`src/hdl/tsoi_pkg.sv`:
```
// tsoi_pkg: types, constants and helpers for the tcp syn option insert rewriter
// used by tsoi_accum, tsoi_finish and tcp_syn_option_insert_rewriter_core
// no dependencies
package tsoi_pkg;

  localparam int MAX_PACKET_BYTES = 65535;
  localparam int POS_W = $clog2(MAX_PACKET_BYTES + 1);

  localparam logic [7:0] IP_VER_IHL = 8'h45;
  localparam logic [7:0] PROTO_TCP = 8'h06;
  localparam logic [7:0] OPTION_KIND_RESET = 8'hfd;
  localparam logic [7:0] OPTION_LEN = 8'h08;
  localparam logic [7:0] TCP_SYN_MASK = 8'h02;
  localparam logic [15:0] DOFF_ADJ_WORD = 16'h2000;
  localparam logic [16:0] MAX_LEN_BEFORE_INSERT = 17'd65527;
  localparam logic [15:0] IP_HDR_BYTES = 16'd20;
  localparam logic [3:0] DOFF_MIN = 4'd5;
  localparam logic [3:0] DOFF_MAX = 4'd13;
  localparam logic [3:0] DOFF_GROWTH = 4'd2;

  localparam logic [POS_W-1:0] MAX_POS = POS_W'(MAX_PACKET_BYTES);
  localparam logic [POS_W-1:0] POS_VER_IHL = POS_W'(0);
  localparam logic [POS_W-1:0] POS_TOT_LEN_LO = POS_W'(3);
  localparam logic [POS_W-1:0] POS_PROTO = POS_W'(9);
  localparam logic [POS_W-1:0] POS_IP_CSUM_LO = POS_W'(11);
  localparam logic [POS_W-1:0] POS_SEG_START = POS_W'(13);
  localparam logic [POS_W-1:0] POS_DST_FIRST = POS_W'(16);
  localparam logic [POS_W-1:0] POS_DST_LAST = POS_W'(19);
  localparam logic [POS_W-1:0] POS_TCP_START = POS_W'(20);
  localparam logic [POS_W-1:0] POS_PORT_HI = POS_W'(22);
  localparam logic [POS_W-1:0] POS_PORT_LO = POS_W'(23);
  localparam logic [POS_W-1:0] POS_DOFF = POS_W'(32);
  localparam logic [POS_W-1:0] POS_TCP_FLAGS = POS_W'(33);
  localparam logic [POS_W-1:0] POS_TCP_CSUM_HI = POS_W'(36);
  localparam logic [POS_W-1:0] POS_TCP_CSUM_LO = POS_W'(37);

  localparam int FLAG_VER = 0;
  localparam int FLAG_PROTO = 1;
  localparam int FLAG_SYN = 2;

  typedef struct packed {
    logic [7:0] data_byte;
    logic       last_byte;
  } in_t;

  typedef struct packed {
    logic        rewrite;
    logic [6:0]  insert_offset;
    logic [3:0]  new_data_offset;
    logic [15:0] new_total_length;
    logic [15:0] new_ip_checksum;
    logic [15:0] new_tcp_checksum;
    logic [31:0] option_address;
    logic [15:0] option_port;
  } out_t;

  typedef struct packed {
    logic [POS_W-1:0] pos;
    logic             ovf;
    logic [2:0]       flags;
    logic [3:0]       doff;
    logic [15:0]      ip_sum;
    logic [15:0]      seg_sum;
    logic [31:0]      dst_addr;
    logic [15:0]      dst_port;
    logic [7:0]       kind;
  } snap_t;

  function automatic logic [15:0] ones_add(input logic [15:0] a, input logic [15:0] b);
    logic [16:0] s;
    s = {1'b0, a} + {1'b0, b};
    return s[15:0] + {15'b0, s[16]};
  endfunction

endpackage

```
`src/hdl/tsoi_accum.sv`:
```
// tsoi_accum: per-byte header capture and running ones-complement sums,
// plus the end-of-packet snapshot register; depends on tsoi_pkg
module tsoi_accum (
  input  logic                clk,
  input  logic                rst,
  input  logic                in_valid,
  output logic                in_stall,
  input  tsoi_pkg::in_t       in_data,
  input  logic                cfg_wr_en,
  input  logic [7:0]          cfg_wr_data,
  output logic                snap_valid,
  output tsoi_pkg::snap_t     snap,
  input  logic                snap_take
);

  logic [tsoi_pkg::POS_W-1:0] byte_position, byte_position_next;
  logic [15:0] ip_header_sum, ip_header_sum_next;
  logic [15:0] segment_sum, segment_sum_next;
  logic [2:0]  match_flags, match_flags_next;
  logic [3:0]  tcp_offset_words, tcp_offset_words_next;
  logic [31:0] destination_address, destination_address_next;
  logic [15:0] destination_port, destination_port_next;
  logic [7:0]  pending_high_byte, pending_high_byte_next;
  logic [7:0]  option_kind;
  logic        accept;
  logic        ovf;
  logic [7:0]  b;
  logic [tsoi_pkg::POS_W-1:0] pos;

  assign in_stall = snap_valid && !snap_take;
  assign accept = in_valid && !in_stall;
  assign b = in_data.data_byte;
  assign pos = byte_position;
  assign ovf = pos >= tsoi_pkg::MAX_POS;

  always_comb begin
    byte_position_next = byte_position;
    ip_header_sum_next = ip_header_sum;
    segment_sum_next = segment_sum;
    match_flags_next = match_flags;
    tcp_offset_words_next = tcp_offset_words;
    destination_address_next = destination_address;
    destination_port_next = destination_port;
    pending_high_byte_next = pending_high_byte;
    if (!ovf) begin
      if (pos == tsoi_pkg::POS_VER_IHL && b == tsoi_pkg::IP_VER_IHL) begin
        match_flags_next[tsoi_pkg::FLAG_VER] = 1'b1;
      end
      if (pos == tsoi_pkg::POS_PROTO && b == tsoi_pkg::PROTO_TCP) begin
        match_flags_next[tsoi_pkg::FLAG_PROTO] = 1'b1;
      end
      if (pos == tsoi_pkg::POS_TCP_FLAGS && (b & tsoi_pkg::TCP_SYN_MASK) != 8'h00) begin
        match_flags_next[tsoi_pkg::FLAG_SYN] = 1'b1;
      end
      if (pos == tsoi_pkg::POS_DOFF) begin
        tcp_offset_words_next = b[7:4];
      end
      if (pos >= tsoi_pkg::POS_DST_FIRST && pos <= tsoi_pkg::POS_DST_LAST) begin
        destination_address_next = {destination_address[23:0], b};
      end
      if (pos == tsoi_pkg::POS_PORT_HI || pos == tsoi_pkg::POS_PORT_LO) begin
        destination_port_next = {destination_port[7:0], b};
      end
      if (!pos[0]) begin
        pending_high_byte_next = b;
        if (in_data.last_byte && pos >= tsoi_pkg::POS_TCP_START &&
            pos != tsoi_pkg::POS_TCP_CSUM_HI) begin
          segment_sum_next = tsoi_pkg::ones_add(segment_sum, {b, 8'h00});
        end
      end else begin
        if (pos < tsoi_pkg::POS_TCP_START && pos != tsoi_pkg::POS_TOT_LEN_LO &&
            pos != tsoi_pkg::POS_IP_CSUM_LO) begin
          ip_header_sum_next = tsoi_pkg::ones_add(ip_header_sum, {pending_high_byte, b});
        end
        if (pos >= tsoi_pkg::POS_SEG_START && pos != tsoi_pkg::POS_TCP_CSUM_LO) begin
          segment_sum_next = tsoi_pkg::ones_add(segment_sum, {pending_high_byte, b});
        end
      end
      byte_position_next = pos + 1'b1;
    end
  end

  always_ff @(posedge clk) begin
    if (rst) begin
      option_kind <= tsoi_pkg::OPTION_KIND_RESET;
    end else if (cfg_wr_en) begin
      option_kind <= cfg_wr_data;
    end
  end

  always_ff @(posedge clk) begin
    if (rst) begin
      byte_position <= '0;
      ip_header_sum <= '0;
      segment_sum <= '0;
      match_flags <= '0;
      tcp_offset_words <= '0;
      destination_address <= '0;
      destination_port <= '0;
      pending_high_byte <= '0;
    end else if (accept) begin
      if (in_data.last_byte) begin
        byte_position <= '0;
        ip_header_sum <= '0;
        segment_sum <= '0;
        match_flags <= '0;
        tcp_offset_words <= '0;
        destination_address <= '0;
        destination_port <= '0;
        pending_high_byte <= '0;
      end else begin
        byte_position <= byte_position_next;
        ip_header_sum <= ip_header_sum_next;
        segment_sum <= segment_sum_next;
        match_flags <= match_flags_next;
        tcp_offset_words <= tcp_offset_words_next;
        destination_address <= destination_address_next;
        destination_port <= destination_port_next;
        pending_high_byte <= pending_high_byte_next;
      end
    end
  end

  always_ff @(posedge clk) begin
    if (rst) begin
      snap_valid <= 1'b0;
    end else if (accept && in_data.last_byte) begin
      snap_valid <= 1'b1;
    end else if (snap_take) begin
      snap_valid <= 1'b0;
    end
  end

  always_ff @(posedge clk) begin
    if (accept && in_data.last_byte) begin
      snap.pos <= pos;
      snap.ovf <= ovf;
      snap.flags <= match_flags_next;
      snap.doff <= tcp_offset_words_next;
      snap.ip_sum <= ip_header_sum_next;
      snap.seg_sum <= segment_sum_next;
      snap.dst_addr <= destination_address_next;
      snap.dst_port <= destination_port_next;
      snap.kind <= option_kind;
    end
  end

endmodule

```
`src/hdl/tsoi_finish.sv`:
```
// tsoi_finish: header checks, new lengths and checksum completion from a
// packet snapshot into the result register; depends on tsoi_pkg
module tsoi_finish (
  input  logic                clk,
  input  logic                rst,
  input  logic                snap_valid,
  input  tsoi_pkg::snap_t     snap,
  output logic                snap_take,
  output logic                out_valid,
  input  logic                out_stall,
  output tsoi_pkg::out_t      out_data
);

  logic        advance;
  logic [16:0] len;
  logic [6:0]  hdr;
  logic        ok;
  logic [15:0] total;
  logic [15:0] tcp_len;
  logic [31:0] opt_addr;
  logic [15:0] opt_port;
  logic [18:0] raw_sum;
  logic [16:0] fold1;
  logic [15:0] fold2;
  tsoi_pkg::out_t res;

  assign advance = !out_valid || !out_stall;
  assign snap_take = snap_valid && advance;

  always_comb begin
    len = {1'b0, snap.pos} + 17'd1;
    hdr = 7'(tsoi_pkg::IP_HDR_BYTES) + {1'b0, snap.doff, 2'b00};
    ok = !snap.ovf && snap.flags == 3'b111 &&
         snap.doff >= tsoi_pkg::DOFF_MIN && snap.doff <= tsoi_pkg::DOFF_MAX &&
         len >= {10'b0, hdr} && len <= tsoi_pkg::MAX_LEN_BEFORE_INSERT;
    total = 16'(len + 17'({tsoi_pkg::OPTION_LEN}));
    tcp_len = total - tsoi_pkg::IP_HDR_BYTES;
    opt_addr = {snap.dst_addr[7:0], snap.dst_addr[15:8],
                snap.dst_addr[23:16], snap.dst_addr[31:24]};
    opt_port = {snap.dst_port[7:0], snap.dst_port[15:8]};
    raw_sum = {3'b0, snap.seg_sum} + {3'b0, tsoi_pkg::DOFF_ADJ_WORD} +
              {3'b0, snap.kind, tsoi_pkg::OPTION_LEN} + {3'b0, opt_addr[31:16]} +
              {3'b0, opt_addr[15:0]} + {3'b0, opt_port} +
              {11'b0, tsoi_pkg::PROTO_TCP} + {3'b0, tcp_len};
    fold1 = {1'b0, raw_sum[15:0]} + {14'b0, raw_sum[18:16]};
    fold2 = fold1[15:0] + {15'b0, fold1[16]};
    res = '0;
    if (ok) begin
      res.rewrite = 1'b1;
      res.insert_offset = hdr;
      res.new_data_offset = snap.doff + tsoi_pkg::DOFF_GROWTH;
      res.new_total_length = total;
      res.new_ip_checksum = ~tsoi_pkg::ones_add(snap.ip_sum, total);
      res.new_tcp_checksum = ~fold2;
      res.option_address = opt_addr;
      res.option_port = opt_port;
    end
  end

  always_ff @(posedge clk) begin
    if (rst) begin
      out_valid <= 1'b0;
    end else if (advance) begin
      out_valid <= snap_valid;
    end
  end

  always_ff @(posedge clk) begin
    if (snap_take) begin
      out_data <= res;
    end
  end

endmodule

```
`src/hdl/tcp_syn_option_insert_rewriter_core.sv`:
```
// tcp_syn_option_insert_rewriter_core: top level, byte accumulator and finisher
// depends on tsoi_pkg, tsoi_accum, tsoi_finish
//
// Takes one IPv4 packet byte per cycle (a transaction on the in channel) and,
// for each byte marked last, delivers one result transaction that describes
// the 8-byte TCP option insertion for a SYN, or rewrite = 0 with all other
// fields zero. Bytes are accepted every cycle while the result side flows; the
// input stalls only while a snapshot waits behind a held result. The snapshot
// register loads at the edge that accepts the last byte and the result register
// loads from the snapshot at the first edge at which the result side can advance.
// cfg_wr_en writes option_kind, reset 0xfd.
module tcp_syn_option_insert_rewriter_core (
  input  logic             clk,
  input  logic             rst,
  input  logic             in_valid,
  output logic             in_stall,
  input  tsoi_pkg::in_t    in_data,
  output logic             out_valid,
  input  logic             out_stall,
  output tsoi_pkg::out_t   out_data,
  input  logic             cfg_wr_en,
  input  logic [7:0]       cfg_wr_data
);

  logic            snap_valid;
  logic            snap_take;
  tsoi_pkg::snap_t snap;

  tsoi_accum u_accum (
    .clk        (clk),
    .rst        (rst),
    .in_valid   (in_valid),
    .in_stall   (in_stall),
    .in_data    (in_data),
    .cfg_wr_en  (cfg_wr_en),
    .cfg_wr_data(cfg_wr_data),
    .snap_valid (snap_valid),
    .snap       (snap),
    .snap_take  (snap_take)
  );

  tsoi_finish u_finish (
    .clk       (clk),
    .rst       (rst),
    .snap_valid(snap_valid),
    .snap      (snap),
    .snap_take (snap_take),
    .out_valid (out_valid),
    .out_stall (out_stall),
    .out_data  (out_data)
  );

`ifndef SYNTH
  a_stall_only_when_full: assert property (@(posedge clk) disable iff (rst)
    in_stall |-> snap_valid)
    else $error("input stalled with empty snapshot stage");

  a_pass_fields_zero: assert property (@(posedge clk) disable iff (rst)
    out_valid && !out_data.rewrite |->
      out_data.insert_offset == 7'd0 && out_data.new_total_length == 16'd0 &&
      out_data.new_tcp_checksum == 16'd0)
    else $error("nonzero fields on a pass-through result");

  a_offset_consistent: assert property (@(posedge clk) disable iff (rst)
    out_valid && out_data.rewrite |->
      {1'b0, out_data.new_data_offset, 2'b00} + 7'd12 == out_data.insert_offset)
    else $error("insert offset and new data offset disagree");

  a_length_floor: assert property (@(posedge clk) disable iff (rst)
    out_valid && out_data.rewrite |-> out_data.new_total_length >= 16'd48)
    else $error("rewritten packet shorter than minimum header");
`endif

endmodule

```
`config.mk`:
```
export PLATFORM = sky130hd
export DESIGN_NAME = tcp_syn_option_insert_rewriter_core
export DESIGN_NICKNAME = d
export VERILOG_FILES = /design/src/hdl/tsoi_pkg.sv /design/src/hdl/tsoi_accum.sv /design/src/hdl/tsoi_finish.sv /design/src/hdl/tcp_syn_option_insert_rewriter_core.sv
export SDC_FILE = /design/constraint.sdc
export NUM_CORES = 1
export LEC_CHECK = 0
export ABC_AREA = 1
export CORE_MARGIN = 1
export CORE_UTILIZATION = 57
export DETAILED_ROUTE_END_ITERATION = 16
export DONT_BUFFER_PORTS = 1
export GPL_TIMING_DRIVEN = 0
export PLACE_DENSITY = 0.79
export SETUP_SLACK_MARGIN = 0.2
export SYNTH_ARGS = -nofsm -noshare
export SYNTH_HDL_FRONTEND = slang
export SYNTH_SLANG_ARGS = --single-unit
```
`constraint.sdc`:
```
create_clock -name clk -period 14.7 [get_ports clk]
set_clock_uncertainty 0.05 [all_clocks]
set_input_delay 0 -clock clk [delete_from_list [all_inputs] [get_ports clk]]
set_output_delay 0 -clock clk [all_outputs]
set_load 0.02 [all_outputs]
```
==> results of run 1 <==
[logic make-up (layout without fill, tap and decap cells)]
logic type               after synthesis  count (layout)  synth area share, %
adder cells (fa/ha/maj)              174             174                12.23
AO/OA/AOI/OAI                        378             378                9.504
flip-flops                           339             339                41.61
buffers and inverters                488             592                8.604
XOR/XNOR                              77              77                3.199
multiplexers                          24              24                1.161
other                                  1               2              0.01740
AND/OR/NAND/NOR                     1183            1183                23.67
[layout by cell type (no fill, tap or decap), types with 4 or more instances in the layout]
cell type        n
fa_1            61
nand2_2         14
clkbuf_1        61
nand3b_1         6
clkbuf_16       37
buf_12           5
o211ai_1         6
nor2_4           5
clkinv_2         4
nand4_1         46
dfxtp_1        121
o21a_1           4
xor2_1          55
nor4_1          11
a21oi_1        228
o21bai_1        14
xnor2_1         20
nor2_2          10
buf_2           12
nor3_1          28
a31oi_1          5
a21boi_0         4
o21ai_0         87
inv_2            8
nand2_1        606
inv_1          413
nand3_1        150
ha_1           113
edfxtp_1       218
mux2_2           8
nor2_1         273
or2_2           10
o22ai_1          8
mux2i_1         16
dlygate4sd3_1   31
[routing by layer]
layer / routed length (um) / part of all wire [%] / global-route usage (%)
met3: 5272 / 8.8 / 4.689
met1: 23920 / 40 / 39.28
met5: 13 / 0.022 / 0
met4: 2575 / 4.3 / 12.85
met2: 28430 / 47 / 52.96
[layout make-up]
type                       instances  share of cell area (%)
buffer                            65                   1.117
clock inverter                    16                  0.8284
inverter                         423                   6.654
sequential                       339                   37.58
tap                              504                   2.643
clock buffer                      50                   4.168
multi-input combinational       1838                   45.06
timing repair buffer              38                   1.951
[metrics by stage]
| step | worst slack, ns | utilization, % | hold slack (ns) |
|---|---|---|---|
| final | 3.966 | 64.72 | 0.03013 |
| after global routing | 2.997 | 64.72 | 0.08782 |
| after CTS | 4.058 | 64.72 | 0.002609 |
| after detailed placement | 4.095 | 60.64 | 0.09082 |
| after global placement | 4.390 | 60.17 | 0.08528 |
| after floorplan | 5.785 | - | 0.07212 |
[worst max-delay path: cells and delay by family (launching register included)]
family | cells | cell delay, ns
AO/OA/AOI/OAI | 5 | 0.80
XOR/XNOR | 2 | 0.57
adder cells (fa/ha/maj) | 8 | 3.10
buffers and inverters | 4 | 0.27
flip-flops | 1 | 0.44
AND/OR/NAND/NOR | 33 | 5.41
[state kept, by name, indices dropped and copies added, names as in the netlist, 8 cells and up]
register,flops
u_accum.byte_position,16
u_accum.destination_address,32
u_accum.destination_port,16
u_accum.ip_header_sum,16
u_accum.option_kind,8
u_accum.pending_high_byte,8
u_accum.segment_sum,16
u_accum.snap,112
u_finish.out_data,106
[power by group through the flow]
stage          clock (mW)  sequential (mW)  combinational, mW
2_1_floorplan           0             1.08              0.577
4_1_cts             0.926             1.07              0.772
6_report            0.925             1.07              0.793
3_3_place_gp            0             1.09              0.730
5_1_grt             0.960             1.07              0.878
3_5_place_dp            0             1.09              0.758
[worst paths after layout]
kind / slack [ns] / end / cells past startpoint / from
worst min register to register: 0.39 / u_accum.snap[4]$_DFFE_PP_ / 0 / u_accum.option_kind[4]$_SDFFE_PP1P_
worst max register to register: 3.97 / u_finish.out_data[63]$_SDFFCE_PN0P_ / 52 / u_accum.snap[96]$_DFFE_PP_
worst max-delay path: 3.97 / u_finish.out_data[63]$_SDFFCE_PN0P_ / 52 / u_accum.snap[96]$_DFFE_PP_
worst min-delay path: 0.03 / u_accum.snap[64]$_DFFE_PP_ / 5 / in_data[1]
[repair_timing]
| action | 4_1_cts | 5_1_grt |
|---|---|---|
| hold endpoints to repair | 115 | 0 |
| setup buffers | 0 | 0 |
| hold buffers | 31 | 0 |
==> impl_metrics.json, run 1 <==
{
  "num_vias": 18290,
  "fin_area_sq_um": 23860,
  "cts-resized-gates": 0,
  "clk_latency_ns": 0.55,
  "routed_via_density": 5.589,
  "clock-sinks": 339,
  "numCtsBuffers": 37,
  "slew-limit-headroom_pct": 18.35,
  "status": "complete, no violations",
  "timing.fmax_ghz": 0.09317,
  "setup_tns_ns": 0,
  "post-dp-hpwl_um": 47080,
  "p_sw_share_pct": 34.26,
  "synth_edf_count": 218,
  "gr-total-overflow": 0,
  "start_util_pct": 58.45,
  "syn-cell-area_sq_um": 21550,
  "coreArea_sq_um": 36870,
  "slew_viol_final": 0,
  "cp-start-kind": "flop",
  "synth_cells": 2664,
  "cp.arrival_ns": 11.07,
  "synth.largest_area_cell": "edfxtp_1",
  "drc": 0,
  "drive_above_1_share_pct": 5.417,
  "drv_cap": 0,
  "fp.dieArea_sq_um": 38590,
  "multiInputGateArea_sq_um": 10750,
  "drt_iter0_drc": 1666,
  "ant_nets": 0,
  "synth_warnings": 0,
  "synth_top_area_share_pct": 30.37,
  "clkSlewWorstSetupHoldPaths_ns": 0.06,
  "rsz0062_at_grt": "no",
  "clockBufferDepth": 3,
  "finalPower_mw": 2.785,
  "instances_no_fill": 3273,
  "place_congestion": 0.9378,
  "syn_area_per_cell_sq_um": 8.090,
  "hold_class": "in -> reg",
  "drt-wirelength-per-cell_um": 18.40,
  "synth.top_cells.by_count": "nand2_1, inv_1, nor2_1",
  "final.fill_count": 3004,
  "tightestPinTransition_ns": 1.214,
  "critical-path-max-stage-delay_ns": 0.51,
  "io_pins": 132,
  "fp-row-count": 70,
  "nets": 2938,
  "post-place-cells": 3176,
  "ir_worst_vdd_v": 0.00006874,
  "wl_um": 60210,
  "ys_ff_latch": 339,
  "diodes": 0,
  "setup.worst_path.class": "reg -> reg",
  "crit_path_end_kind": "flop",
  "die_y_um": 196.5,
  "power_density_nw_per_um2": 116.7,
  "grt_pass1_wl_um": 92320,
  "slowest_stage": "fa_1",
  "critPathRequiredTime_ns": 15.04,
  "cts_tree": "built",
  "grt_pass1_vias": 17270,
  "seqCellArea_sq_um": 8969,
  "antenna_found_initial": 1,
  "die_x_um": 196.5,
  "area_delta_synth_final_pct": 10.72,
  "combPwrFrac_pct": 28.5,
  "finalCritPeriodShare_pct": 73.02,
  "io_buffers": 0,
  "setup_violations": 0,
  "postPlaceCellArea_sq_um": 22360,
  "async_reset_ff_share_pct": 0,
  "grt_max_degree": 36,
  "seq_area_frac_synth_pct": 41.61,
  "synthMostInstantiatedCell": "nand2_1",
  "p_sw_uw": 954.2,
  "gr-usage-all-layers_pct": 31.00,
  "post-route-min-period_ns": 10.73,
  "cts_max_level": 2,
  "seqPwrFrac_pct": 38.3,
  "leakage_nw": 10.41,
  "path_max_fanout": 6,
  "p_int_mw": 1.831,
  "finalHoldViolations": 0,
  "synth_ff_type": "edfxtp_1",
  "netlist-cell-type-count": 64,
  "cts_root_buf": "clkbuf_16",
  "p_clk_share_pct": 33.2,
  "synth_area_leaders": "edfxtp_1, dfxtp_1, nand2_1",
  "path_common_cell": "nand2_1",
  "dr.pass1.iters": 6
}
Note: power is estimated with default switching activity, not from simulation.
==> run 2, diff against run 1 <==
Settings changed: ABC_AREA 1 to 0, PLACE_DENSITY 0.79 to 0.82.
Clock period 14.7 ns to 9.3 ns, I/O delays scaled along.
==> run 2 against run 1 <==
Net effect: total power rose by 61%; clock power rose by 57%; non-clock buffer count rose by 67; sequential cell count did not move; via count fell by 11%; sequential power rose by 56%; final cell count fell by 21%; largest cell class unchanged; die area fell by 5.6%; area after synthesis fell by 5.7%; worst setup slack got worse by 4.0 ns; combinational power rose by 73%; largest power group unchanged.
==> impl_metrics.json, run 2 <==
{
  "status": "complete, no violations",
  "synth_edf_count": 218,
  "ys_ff_latch": 339,
  "critPathRequiredTime_ns": 9.52,
  "clock-sinks": 339,
  "gr-total-overflow": 0,
  "async_reset_ff_share_pct": 0,
  "layout_commonest_cell": "nor2_1",
  "ir_worst_vdd_v": 0.0001755,
  "netlist-cell-type-count": 90,
  "slowest_stage": "fa_1",
  "setup_tns_ns": 0,
  "instances_no_fill": 2581,
  "drc": 0,
  "drv_cap": 0,
  "hold_path_depth": 3,
  "ant_nets": 0,
  "use_met1_pct": 39.79,
  "hold_end": "u_accum.option_kind[1]$_SDFFE_PP0P_",
  "met3_usage_pct": 5.760,
  "place_congestion": 0.9404,
  "area_delta_synth_final_pct": 16.15,
  "synth.top_cells.by_count": "nor2_1, edfxtp_1, inv_1",
  "slew_viol_final": 0,
  "grt_max_degree": 53,
  "multiInputGateArea_sq_um": 11060,
  "die_y_um": 190.9,
  "io_pins": 132,
  "synth_area_leaders": "edfxtp_1, dfxtp_1, ha_1",
  "antenna_found_initial": 2,
  "seqCellArea_sq_um": 8969,
  "path_max_fanout": 7,
  "slew-limit-headroom_pct": 9.817,
  "clkSlewWorstSetupHoldPaths_ns": 0.06,
  "setup.worst_path.class": "reg -> reg",
  "dr.pass1.iters": 7,
  "finalCritPeriodShare_pct": 99.89,
  "reg2reg_depth": 39,
  "routed_via_density": 6.289,
  "cts_tree": "built",
  "synth_ff_type": "edfxtp_1",
  "hp-start": "cfg_wr_en",
  "final.fill_count": 2346,
  "clk_latency_ns": 0.54,
  "grt_pass1_wl_um": 84810,
  "synth_top_area_share_pct": 32.20,
  "cts_root_buf": "clkbuf_16",
  "top_regs": "u_accum.snap: 112 flops, u_finish.out_data: 106 flops, u_accum.destination_address: 32 flops",
  "syn-cell-area_sq_um": 20330,
  "post-dp-hpwl_um": 41040,
  "reg2reg_from": "u_accum.snap[97]$_DFFE_PP_",
  "io_buffers": 0,
  "rrSetupSlack_ns": 0.01,
  "timing.fmax_ghz": 0.1076,
  "hold_class": "in -> reg",
  "grt_pass1_vias": 15100,
  "layout_common_cells": "nor2_1, edfxtp_1, inv_1",
  "die_x_um": 190.9,
  "synth.largest_area_cell": "edfxtp_1",
  "cts_max_level": 2,
  "drt_iter0_drc": 1830,
  "numCtsBuffers": 35,
  "path_delay_family": "simple AND/OR/NAND/NOR gates",
  "critical-path-max-stage-delay_ns": 0.54,
  "nets": 2295,
  "synthMostInstantiatedCell": "nor2_1",
  "worstReg2RegEnd": "u_finish.out_data[61]$_SDFFCE_PN0P_",
  "setup_violations": 0,
  "diodes": 0,
  "fp-row-count": 68,
  "largest_register_ffs": 112,
  "finalPower_mw": 4.488,
  "wl_um": 59200,
  "clockBufferDepth": 3,
  "synth_warnings": 0,
  "fp.dieArea_sq_um": 36420,
  "gr-usage-all-layers_pct": 30.75,
  "post-route-min-period_ns": 9.290,
  "start_util_pct": 58.42,
  "crit_path_end_kind": "flop",
  "finalHoldViolations": 0,
  "drive_above_1_share_pct": 14.06,
  "synth_cells": 1970,
  "coreArea_sq_um": 34800,
  "power_density_nw_per_um2": 190.1,
  "cp.arrival_ns": 9.51,
  "gr-usage-met2_pct": 49.43,
  "utilization_pct": 67.85,
  "largest_register": "u_accum.snap",
  "post-place-cells": 2431,
  "drt-wirelength-per-cell_um": 22.94,
  "syn_area_per_cell_sq_um": 10.32,
  "busiest_layer": "met2",
  "leakage_nw": 9.305,
  "cp_num_buf_inv": 5,
  "cp-start-kind": "flop",
  "seq_area_frac_synth_pct": 44.12,
  "tightestPinTransition_ns": 1.342,
  "num_vias": 16230
}
[run 2: power breakdown]
group	switching [mW]	leakage [nW]	total [mW]	internal, mW
registers	0.0381	3.06	1.67	1.63
clock network	0.600	0.585	1.45	0.851
logic	0.848	5.66	1.37	0.518
[run 2: cells by family (layout without fill, tap and decap cells)]
logic type	count (synthesis)	after routing	share of synthesized area, %
adders and majority gates	175	175	13.01
AOI/OAI and AO/OA	395	395	13.22
xor gates and xnor gates	173	173	7.491
muxes	67	67	3.644
other	1	2	0.01845
and+or+nand+nor	576	576	13.60
DFF	339	339	44.12
buffers and inverters	244	399	4.899
[run 2: repair_timing]
item | CTS | global route
buffers inserted | 21 | 38
hold endpoints to repair | 175 | 0
endpoints found under the setup margin | 16 | 11
gates resized for setup | 56 | 66
hold buffers | 26 | 0
pin swaps | 21 | 45
[run 2: area by class of cell]
class | instances | share of cell area, %
multi-input combinational | 1388 | 46.84
clock buffer | 43 | 4.059
tap | 455 | 2.411
timing repair buffer | 91 | 3.508
inverter | 165 | 2.634
clock inverter | 21 | 0.9485
sequential | 339 | 37.98
buffer | 79 | 1.611
[run 2: routing by layer]
layer | vias up | share of wire [%]
met5 | - | 0.029
met4 | 2 | 5.8
met3 | 234 | 9.9
met2 | 1011 | 46
met1 | 7770 | 38
li1 | 7214 | -
[run 2: how the worst max path moves through the flow]
stage / slack (ns) / depth (start not counted) / end / start
2_1_floorplan: 0.33 / 42 / u_finish.out_data[60]$_SDFFCE_PN0P_ / u_accum.snap[96]$_DFFE_PP_
3_3_place_gp: -2.01 / 1 / u_finish.out_data[3]$_SDFFCE_PN0P_ / u_finish.out_valid$_SDFFE_PP0P_
3_5_place_dp: -1.64 / 43 / u_finish.out_data[60]$_SDFFCE_PN0P_ / u_accum.snap[96]$_DFFE_PP_
4_1_cts: 0.20 / 44 / u_finish.out_data[60]$_SDFFCE_PN0P_ / u_accum.snap[96]$_DFFE_PP_
5_1_grt: -0.24 / 39 / u_finish.out_data[61]$_SDFFCE_PN0P_ / u_accum.snap[97]$_DFFE_PP_
6_report: 0.01 / 39 / u_finish.out_data[61]$_SDFFCE_PN0P_ / u_accum.snap[97]$_DFFE_PP_
[run 2: per-stage QoR]
| stage | cell area [sq um] | setup WS [ns] | hold WS, ns |
|---|---|---|---|
| floorplan | 20330 | 0.3310 | 0.07809 |
| global placement | 20900 | -2.013 | 0.08193 |
| detailed placement | 21030 | -1.641 | 0.09254 |
| CTS | 22940 | 0.2033 | 0.001844 |
| global route | 23610 | -0.2444 | 0.04412 |
| finish | 23610 | 0.009824 | 0.04589 |
[run 2: worst reg2reg max path, delay by kind of cell (launching register included)]
| family | cells | cell delay, ns |
|---|---|---|
| DFF | 1 | 0.38 |
| adders and majority gates | 7 | 2.66 |
| AOI/OAI and AO/OA | 7 | 1.39 |
| buffers and inverters | 5 | 0.52 |
| xor gates and xnor gates | 3 | 0.78 |
| and+or+nand+nor | 17 | 3.25 |
